===== config.mk =====
export PLATFORM = sky130hd
export DESIGN_NAME = wft_front
export DESIGN_NICKNAME = d
export VERILOG_FILES = /design/src/sv/wft_pkg.sv /design/src/sv/wft_front.sv
export SDC_FILE = /design/constraint.sdc
export NUM_CORES = 1
export LEC_CHECK = 0
export BUFFER_PORTS_ARGS = -buffer_cell sky130_fd_sc_hd__clkbuf_2
export CAP_MARGIN = 10
export CORE_AREA = 3 3 125 139
export DETAILED_ROUTE_END_ITERATION = 16
export DIE_AREA = 0 0 128 142
export GPL_TIMING_DRIVEN = 0
export PLACE_DENSITY = 0.76
export RECOVER_POWER = 50
export SYNTH_ARGS = -nofsm -noshare
export SYNTH_HDL_FRONTEND = slang
export SYNTH_SLANG_ARGS = --single-unit

===== constraint.sdc =====
create_clock -name clock -period 3.3 [get_ports clock]
set_input_delay 0.33 -clock clock [delete_from_list [all_inputs] [get_ports clock]]
set_output_delay 0.33 -clock clock [all_outputs]
set_load 0.02 [all_outputs]

===== src/sv/wft_pkg.sv =====
// shared types, constants and helpers for the windowed failure throttle
// no dependencies
package wft_pkg;

   localparam int TABLE_ENTRIES = 256;
   localparam int IDX_W = $clog2(TABLE_ENTRIES);
   localparam int CNT_W = IDX_W + 1;
   localparam int QUEUE_DEPTH = 2;

   localparam logic [15:0] MAX_FAILURES_RESET = 16'd5;
   localparam logic [19:0] WINDOW_RESET = 20'd300;

   // request function codes
   localparam logic [1:0] FUNC_CHECK = 2'd0;
   localparam logic [1:0] FUNC_FAILED = 2'd1;
   localparam logic [1:0] FUNC_SUCCEEDED = 2'd2;
   localparam logic [1:0] FUNC_CLEAR = 2'd3;

   // register indexes
   localparam logic [1:0] REG_MAX_FAILURES = 2'd0;
   localparam logic [1:0] REG_WINDOW = 2'd1;

   // counted_as codes
   localparam logic [1:0] KEY_NONE = 2'd0;
   localparam logic [1:0] KEY_ACCOUNT = 2'd1;
   localparam logic [1:0] KEY_PAIR = 2'd2;

   typedef enum logic [2:0] {
      OP_CHECK,
      OP_FAIL,
      OP_SUCCEED,
      OP_CLEAR,
      OP_NOP
   } op_type;

   typedef struct packed {
      op_type op;
      logic address_present;
      logic [31:0] account_id;
      logic [31:0] address_id;
      logic [31:0] now_seconds;
   } item_type;

   typedef struct packed {
      logic is_pair;
      logic [31:0] account;
      logic [31:0] address;
      logic [15:0] failures;
      logic [31:0] started;
      logic reported;
   } entry_type;

   function automatic logic [31:0] elapsed(input logic [31:0] now, input logic [31:0] started);
      return (now >= started) ? (now - started) : 32'd0;
   endfunction

endpackage


===== src/sv/wft_front.sv =====
// front end: takes requests, classifies them and queues them for the back end
// depends on wft_pkg
module wft_front (
   input  logic clock,
   input  logic reset,
   input  logic req_tvalid,
   output logic req_tready,
   input  logic [103:0] req_tdata,
   input  logic [1:0] req_tuser,
   output logic head_valid,
   output wft_pkg::item_type head_item,
   input  logic head_pop
);

   localparam int PTR_W = $clog2(wft_pkg::QUEUE_DEPTH);

   wft_pkg::item_type slot_ff [wft_pkg::QUEUE_DEPTH];
   logic [PTR_W-1:0] wr_ptr_ff, wr_ptr_in, rd_ptr_ff, rd_ptr_in;
   logic [PTR_W:0] fill_ff, fill_in;
   wft_pkg::item_type cls;
   logic push, pop;

   always_comb begin
      cls.address_present = req_tdata[33];
      cls.account_id = req_tdata[32:1];
      cls.address_id = req_tdata[65:34];
      cls.now_seconds = req_tdata[97:66];
      unique case (req_tuser)
         wft_pkg::FUNC_CLEAR: cls.op = wft_pkg::OP_CLEAR;
         wft_pkg::FUNC_CHECK: cls.op = req_tdata[0] ? wft_pkg::OP_CHECK : wft_pkg::OP_NOP;
         wft_pkg::FUNC_FAILED: cls.op = req_tdata[0] ? wft_pkg::OP_FAIL : wft_pkg::OP_NOP;
         default: cls.op = req_tdata[0] ? wft_pkg::OP_SUCCEED : wft_pkg::OP_NOP;
      endcase
   end

   assign req_tready = (fill_ff != (PTR_W+1)'(wft_pkg::QUEUE_DEPTH));
   assign push = req_tvalid && req_tready;
   assign head_valid = (fill_ff != '0);
   assign pop = head_pop && head_valid;
   assign head_item = slot_ff[rd_ptr_ff];

   always_comb begin
      wr_ptr_in = push ? wr_ptr_ff + 1'b1 : wr_ptr_ff;
      rd_ptr_in = pop ? rd_ptr_ff + 1'b1 : rd_ptr_ff;
      fill_in = fill_ff;
      if (push && !pop) begin
         fill_in = fill_ff + 1'b1;
      end else if (pop && !push) begin
         fill_in = fill_ff - 1'b1;
      end
   end

   always_ff @(posedge clock) begin
      if (push) begin
         slot_ff[wr_ptr_ff] <= cls;
      end
      if (reset) begin
         wr_ptr_ff <= '0;
         rd_ptr_ff <= '0;
         fill_ff <= '0;
      end else begin
         wr_ptr_ff <= wr_ptr_in;
         rd_ptr_ff <= rd_ptr_in;
         fill_ff <= fill_in;
      end
   end

endmodule


==> After elaboration in Yosys (flattened, before gate mapping) <==
Memories as Yosys holds them, arrays and structs flattened. A register that Yosys moved wholly into a read port is not among the register bits.
Cells that the tools add are included.
{ "totals": {"reg_bits": 4, "word_cells": 30, "in_bits": 110, "ramBits": 200, "latchBits": 0, "rom_bits": 0, "memories": 1} }
{ "classes": {"mul": 0, "eq_ne": 3, "order_cmp": 0, "n_div": 0, "shifts": 0, "n_mux": 10, "addsub": 4, "n_reduce_logical": 9, "bitwise": 0} }
{ "mem_list": {"columns": ["name", "depth", "word_bits", "read_ports", "rd_ports_with_merged_regs", "wr", "line_no", "source"], "rows": [
  ["slot_ff", 2, 100, 1, 1, 1, "wft_front.sv:17", "wft_pkg::item_type slot_ff [wft_pkg::QUEUE_DEPTH];"]
]} }
{ "ops": {"columns": ["op", "count"], "rows": [
  ["two-way mux 3 bit", 3],
  ["case mux 3 bit (3 select lines)", 1],
  ["logical AND 1 bit", 4],
  ["two-way mux 1 bit", 4],
  ["two-way mux 2 bit", 2],
  ["nonzero test 2 bit", 2],
  ["adder 1 bit, second input constant", 2],
  ["adder 2 x 1 -> 2 bit, second input constant", 1],
  ["== test 2 x 1 -> 1 bit, second input constant", 1],
  ["== test 2 bit, second input constant", 1],
  ["zero test 1 bit", 2],
  ["zero test 2 bit", 1],
  ["inequality test 2 bit, second input constant", 1],
  ["subtractor 2 x 1 -> 2 bit, second input constant", 1]
]} }

==> Depth between registers and ports, before layout <==
Gate-level depths: netlist (run 1).
{ "logic_depth": {"ltp_word": 6, "depth_mapped": 6, "depth_no_buf": 6} }

==> Worst setup path after synthesis (run 1) <==
OpenSTA, ideal clock, no wires.
{ "synth_path": {"path_kind": "reg2reg", "startpoint": "reg fill_ff[0]", "endpoint": "mem slot_ff[1][0] in the netlist's numbering (enable)", "slack_ns": -0.262, "stages_incl_launch_ff": 3, "setup_time_ns": 0.471, "arrival_ns": 3.091, "t_required_ns": 2.829, "cell_sequence": "dfxtp_1 -> nand2b_1 -> and3_1"} }
{ "synth_between": {"elab_chain_cells": 4} }
{ "synth_lines": {"columns": ["element", "line_no", "source"], "rows": [
  ["start: declaration", "wft_front.sv:19", "logic [PTR_W:0] fill_ff, fill_in;"],
  ["start signal: assignment", "wft_front.sv:64", "fill_ff <= fill_in;"],
  ["inequality test 2 bit", "wft_front.sv:36", "assign req_tready = (fill_ff != (PTR_W+1)'(wft_pkg::QUEUE_DEPTH));"],
  ["via req_tready", "wft_front.sv:7", "output logic req_tready,"],
  ["logical AND 1 bit", "wft_front.sv:37", "assign push = req_tvalid && req_tready;"],
  ["two-way mux 1 bit", "wft_front.sv:54", "if (push) begin"],
  ["two-way mux 1 bit (not written as such)", "wft_front.sv:55", "slot_ff[wr_ptr_ff] <= cls;"],
  ["end: declaration", "wft_front.sv:17", null]
]} }
The timed path passes the listed nets, and every way through them passes these cells.

==> Worst setup path in the final report (run 1) <==
{ "layout_path": {"startpoint": "reg fill_ff[0]", "endpoint": "mem slot_ff[1][29] in the netlist's numbering (enable)"} }
{ "layout_between": {"elab_chain_cells": 4} }
{ "layout_lines": {"columns": ["element", "line_no"], "rows": [
  ["inequality test 2 bit", "wft_front.sv:36"],
  ["logical AND 1 bit", "wft_front.sv:37"],
  ["two-way mux 1 bit", "wft_front.sv:54"],
  ["two-way mux 1 bit (not written as such)", "wft_front.sv:55"]
]} }
Every way passes these cells.

==> results of run 1 <==
## Yosys cell counts (all sizes together)
cell type	instances	area share, %
edfxtp	200	80
mux2	100	15
buf	11	1.6
dfxtp	5	1.3
a21oi	3	0.20
nor2	3	0.15
xor2	3	0.35
o21a	2	0.20
o21ai	2	0.13
a21bo	1	0.13
and2	1	0.084
and3	1	0.084
ha	1	0.17
inv	1	0.050
nand2b	1	0.084
nand3b	1	0.10
or2	1	0.084
or3	1	0.084
## sequential cells by signal, summed over array words and instances, names as in the netlist, named ones only
signal	cells
slot_ff	200
fill_ff	2
rd_ptr_ff	1
wr_ptr_ff	1
## power by group
| group | internal (uW) | switching [uW] | leakage, uW |
|---|---|---|---|
| clock network | 1410 | 913 | 0.000342 |
| logic | 831 | 1230 | 0.00113 |
| registers | 3250 | 76.6 | 0.00191 |
## layout by cell type (no fill, tap or decap), types with 2 or more instances in the layout
| cell type | n |
|---|---|
| clkinv_2 | 6 |
| clkinv_4 | 2 |
| clkinvlp_4 | 2 |
| bufinv_16 | 3 |
| buf_6 | 10 |
| o21ai_0 | 2 |
| a21oi_1 | 3 |
| clkbuf_2 | 124 |
| nor2_1 | 3 |
| o21a_1 | 2 |
| xor2_1 | 3 |
| buf_16 | 2 |
| clkbuf_16 | 21 |
| mux2_2 | 100 |
| dfxtp_1 | 5 |
| clkinv_1 | 2 |
| edfxtp_1 | 200 |
| clkbuf_1 | 81 |
## critical path: cells and delay by family (launching register included)
family                 cells  cell delay (ns)
buffers and inverters      1             0.34
DFF                        1             0.40
and+or+nand+nor            2             1.25
## kinds of logic after synthesis
family                   after synthesis  synth area share, %
AO/OA/AOI/OAI                          8                0.668
XOR/XNOR                               3                0.351
buffers and inverters                 12                 1.65
AND/OR/NAND/NOR                        9                0.668
multiplexers                         100                 15.0
flip-flops                           205                 81.5
adder cells (fa/ha/maj)                1                0.167
## cell type report
class / instances / area, sq um / area share [%]
flip-flops and latches: 205 / 6110 / 64.7
multi-input cells: 121 / 1270 / 13.4
repair buffers: 207 / 980 / 10.4
clock buffers: 22 / 529 / 5.61
well taps: 204 / 255 / 2.71
clock inverters: 16 / 169 / 1.79
plain buffers: 11 / 120 / 1.27
inverters: 1 / 6.26 / 0.0663
## layer usage
layer | part of all wire, % | vias to the layer above
met4 | 2.2 | 0
met1 | 39 | 1888
met3 | 8.1 | 26
li1 | - | 1803
met5 | 0 | -
met2 | 51 | 154
## through the flow
| step | hold WS [ns] | total power, uW | utilization (%) |
|---|---|---|---|
| floorplan | 0.399 | 4820 | - |
| finish | 0.0267 | 7710 | 58.3 |
| detailed placement | 0.504 | 5490 | 54.6 |
| global placement | 0.487 | 5440 | 54.2 |
| CTS | 0.00511 | 7850 | 58.9 |
| global route | 0.00761 | 8090 | 58.3 |
## path summary, 6_finish.rpt
kind / start / to / slack (ns) / depth (start not counted)
setup / recovery: fill_ff[0] / slot_ff[1][29] / 0.93 / 3
hold / removal: req_tdata[24] / slot_ff[0][87] / 0.03 / 1
setup reg to reg: fill_ff[0] / slot_ff[1][29] / 0.93 / 3
hold reg to reg: rd_ptr_ff / flop / 0.52 / 2
==> results.py, run 1 <==
metrics = {
    "synth": {
        "post_synth_num_cell_types": 19,
        "area_of_the_mapped_netlist_sq_mm": 0.00749,
        "postSynthNetCount": 449,
        "netlist_instances": 338,
        "synth_seq_cells": 205,
        "ys_seq_area_share_pct": 81.5,
        "yosysWarnings": 0,
        "avgSynthCellArea_sq_um": 22.2,
    },
    "placement": {
        "place_worst_setup_slack_ns": 1.26,
        "place_congestion": 0.717,
        "placed_cell_area_sq_mm": 0.00884,
        "place.port_buffers": 205,
        "hpwl_mm": 9.23,
        "numPlacedInstances": 749,
    },
    "clock_network": {
        "post_cts_setup_buffer_count": 0,
        "tritoncts_clock_tree": "done",
        "cts_buffers": 21,
        "cts_hold_buf": 0,
        "clk_pin_slew_worst_paths_ns": 0.06,
        "cts.sinks": 205,
        "clk_latency_ns": 0.49,
        "clock-root-buffer": "clkbuf_16",
        "cts-resized-gates": 0,
        "clk_path_buf_depth": 3,
        "cts.htree.levels": 1,
    },
    "setup_path": {
        "critical_path_top_delay_cell": "and3_2",
        "crit_path_cell_trace": "nand2b_1 > and3_2 > buf_16",
        "critPathMaxFanout": 51,
        "timing.critical_path.arrival_ns": 2.53,
        "worst_ep_required_time_ns": 3.45,
        "crit_type": "reg2reg",
        "critical_path.startpoint_type": "flop",
        "crit_path_max_incr_delay_ns": 1.04,
        "cp-end-kind": "flop",
    },
    "sta": {
        "timing_hold_violations_final": 0,
        "worst_slack_ns": 0.925,
        "final-setup-viol-count": 0,
        "unrepaired_setup_endpoints_after_global_routing": "no",
        "layout_min_cycle_time_ns": 2.37,
        "tightest_slew_ns": 1.26,
        "period_share_pct": 72.0,
        "finClkSkew_ns": 0.0190,
        "setup-tns-final_ns": 0,
        "slew_headroom_pct": 15.8,
        "peak_freq_mhz": 421,
        "timing_max_transition_violations_final": 0,
    },
    "finish": {
        "antenna_cells": 0,
        "final_cell_area_sq_mm": 0.00943,
        "final_layout_size_suffix_gt1_share_pct": 47.3,
        "filler_cell_count": 1259,
        "final_net_count": 679,
        "final_cell_count_without_fillers": 787,
        "flow.area_growth_from_synthesis_pct": 25.8,
    },
    "die": {
        "die_y_um": 142,
        "floorplan.core_area_sq_mm": 0.0162,
        "std_cell_rows": 49,
        "io_pins": 212,
        "die_w_um": 128,
        "die_area_sq_mm": 0.0182,
        "initial_core_util_pct": 46.3,
    },
    "grt": {
        "via_count_of_the_first_global_routing_pass": 4218,
        "grt-busiest-layer": "met2",
        "grt_max_degree": 55,
        "grt_use_met1_pct": 16.8,
        "grt_use_met3_pct": 4.24,
        "use_met2_pct": 25.3,
        "antenna_violations_before_repair": 0,
        "grt_first_pass_wirelength_mm": 20.9,
        "groute.usage.overall_pct": 14.3,
        "overflow": 0,
    },
    "job": {
        "cap_violations": 0,
    },
    "routing": {
        "finalWirelength_mm": 13.5,
        "post_drt_wl_per_cell_um": 17.1,
        "number_of_detailed_routing_iterations_run_before_antenna_repair": 4,
        "drt-initial-drc-count": 157,
        "post_drt_via_cell_ratio": 4.92,
        "num_vias": 3871,
        "antenna_left": 0,
        "drcViolationCount": 0,
    },
    "run_status": {
        "status": "complete, no violations",
    },
    "worst_hold_path": {
        "worst_hold_path_type": "in2reg",
    },
    "power": {
        "worst_ir_drop_vdd_uv": 550,
        "power.leakage_uw": 0.00338,
        "power.density_mw_per_mm2": 817,
    },
}
(Power assumes the default switching activity.)
==> run 2, diff against run 1 <==
CORE_AREA = 3 3 119 132   (was 3 3 125 139)
DIE_AREA = 0 0 122 135   (was 0 0 128 142)
PLACE_DENSITY = 0.8   (was 0.76)
clock period = 2.3 ns   (was 3.3 ns; I/O delays follow)
==> run 2 against run 1 <==
  * Via count rose by 12%
  * Core utilization rose by 14 points
  * Global-route usage rose by 5.3 points
  * Sequential power rose by 44%
  * Clock skew rose by 0.00067 ns
  * Count of clock-buffer cells in the layout did not move
  * Highest routed layer unchanged
==> results.py, run 2 (synthesis results as in run 1) <==
metrics = {
    "die": {
        "die_w_um": 122,
        "initial_core_util_pct": 51.9,
        "std_cell_rows": 46,
        "die_area_sq_mm": 0.0165,
        "die_y_um": 135,
        "io_pins": 212,
        "floorplan.core_area_sq_mm": 0.0144,
    },
    "sta": {
        "timing_max_transition_violations_final": 0,
        "unrepaired_setup_endpoints_after_global_routing": "no",
        "slew_headroom_pct": 58.7,
        "layout_min_cycle_time_ns": 2.06,
        "tightest_slew_ns": 0.620,
        "final-setup-viol-count": 0,
        "peak_freq_mhz": 487,
        "timing_hold_violations_final": 0,
        "holdWs_ns": 0.0857,
        "period_share_pct": 89.4,
        "setup-tns-final_ns": 0,
        "finClkSkew_ns": 0.0196,
    },
    "setup_path": {
        "critPathMaxFanout": 59,
        "crit_path_cell_trace": "nand2b_1 > and3_4 > buf_16",
        "worst_ep_required_time_ns": 2.44,
        "timing.rr.start": "fill_ff[0]",
        "timing.critical_path.arrival_ns": 2.19,
        "critical_path.startpoint_type": "flop",
        "critical_path_top_delay_cell": "and3_4",
        "critPathTopFamily": "simple AND/OR/NAND/NOR gates",
        "worstSetupStartpoint": "fill_ff[0]",
        "rrSetupSlack_ns": 0.24,
        "cp-end-kind": "flop",
        "critical_path.n_buffers_inverters": 1,
        "crit_type": "reg2reg",
        "crit_path_max_incr_delay_ns": 0.63,
    },
    "placement": {
        "placed_cell_area_sq_mm": 0.00885,
        "hpwl_mm": 9.28,
        "place_congestion": 0.709,
        "numPlacedInstances": 738,
        "place.port_buffers": 205,
    },
    "job": {
        "cap_violations": 0,
    },
    "power": {
        "power.density_mw_per_mm2": 1090,
        "worst_ir_drop_vdd_uv": 876,
        "power.internal_uw": 8110,
        "power.leakage_uw": 0.00384,
        "netSwitchingPower_uw": 3290,
        "pwr-share-seq_pct": 42.0,
        "clock_power_share_pct": 30.3,
        "finalPower_uw": 11400,
        "sw_frac_of_total_pct": 28.9,
        "pwr-share-comb_pct": 27.7,
    },
    "finish": {
        "layout.cells.most_common": "edfxtp_1",
        "flow.area_growth_from_synthesis_pct": 39.3,
        "final_layout_size_suffix_gt1_share_pct": 42.3,
        "final_cell_mix": "edfxtp_1 (200), clkbuf_2 (137), mux2_2 (100)",
        "largest_reg_flops": 200,
        "filler_cell_count": 898,
        "biggestRegsByFlops": "slot_ff x200, fill_ff x2",
        "largest_register": "slot_ff",
        "final_cell_area_sq_mm": 0.0104,
        "final_net_count": 778,
        "antenna_cells": 0,
        "final_cell_count_without_fillers": 873,
    },
    "clock_network": {
        "clk_pin_slew_worst_paths_ns": 0.06,
        "post_cts_setup_buffer_count": 0,
        "cts_hold_buf": 98,
        "cts_buffers": 21,
        "clk_path_buf_depth": 3,
        "cts.sinks": 205,
        "clock-root-buffer": "clkbuf_16",
        "cts.htree.levels": 1,
        "cts-resized-gates": 0,
        "clk_latency_ns": 0.48,
        "tritoncts_clock_tree": "done",
    },
    "routing": {
        "post_drt_via_cell_ratio": 4.95,
        "antenna_left": 0,
        "num_vias": 4321,
        "drcViolationCount": 0,
        "number_of_detailed_routing_iterations_run_before_antenna_repair": 4,
        "finalWirelength_mm": 16.2,
        "drt-initial-drc-count": 219,
        "post_drt_wl_per_cell_um": 18.6,
    },
    "worst_hold_path": {
        "worst_hold_path_type": "in2reg",
        "hold_path.startpoint": "req_tdata[0]",
    },
    "grt": {
        "via_count_of_the_first_global_routing_pass": 4824,
        "grt_first_pass_wirelength_mm": 25.0,
        "overflow": 0,
        "grt_max_degree": 60,
        "antenna_violations_before_repair": 0,
        "groute.usage.overall_pct": 19.6,
    },
    "run_status": {
        "status": "complete, no violations",
    },
}
==> run 2: changes by cell type in the layout (fill, tap and decap cells not counted), sizes merged <==
cell	previous run	this run
dlygate4sd3	0	98
bufinv	3	4
clkbuf	226	227
clkinvlp	2	1
inv	2	1
==> run 2: final timing paths <==
path                    endpoint  cells after the start
hold / removal    slot_ff[0][99]                      2
setup reg to reg  slot_ff[1][91]                      3
hold reg to reg             flop                      2
setup / recovery  slot_ff[1][91]                      3
==> run 2: area by class of cell <==
cell class | count | area [sq um] | share of cell area [%]
Buffer | 11 | 120 | 1.15
Clock buffer | 22 | 529 | 5.07
Clock inverter | 15 | 181 | 1.74
Inverter | 1 | 7.51 | 0.0719
Multi-Input combinational cell | 121 | 1270 | 12.2
Sequential cell | 205 | 6110 | 58.5
Tap cell | 192 | 240 | 2.30
Timing Repair Buffer | 306 | 1990 | 19.0
==> run 2: metal layers <==
layer  global-route usage, %  routed length (um)  vias up
li1                        -                   -     2009
met1                    20.7                5520     2090
met2                    37.8                9120      179
met3                    4.86                1120       43
met4                    6.29                 468        0
met5                       0                   0        -
==> run 2: power groups by stage <==
| stage | Sequential (uW) | Clock (uW) | Combinational (uW) |
|---|---|---|---|
| floorplan | 4850 | 0 | 2070 |
| global placement | 4870 | 0 | 2930 |
| detailed placement | 4860 | 0 | 3050 |
| CTS | 4790 | 3500 | 3200 |
| global route | 4820 | 3670 | 3370 |
| finish | 4790 | 3450 | 3160 |
==> run 2: through the flow <==
step	setup slack [ns]	util, %
finish	0.245	72.3
global route	0.136	72.3
CTS	0.252	72.9
detailed placement	0.421	61.2
global placement	-0.922	60.7
floorplan	-0.227	-
==> run 2: worst reg2reg max path, delay by kind of cell (launching register included) <==
kind	cells	cell delay (ns)
buffers and inverters	1	0.36
DFF	1	0.42
and+or+nand+nor	2	0.89
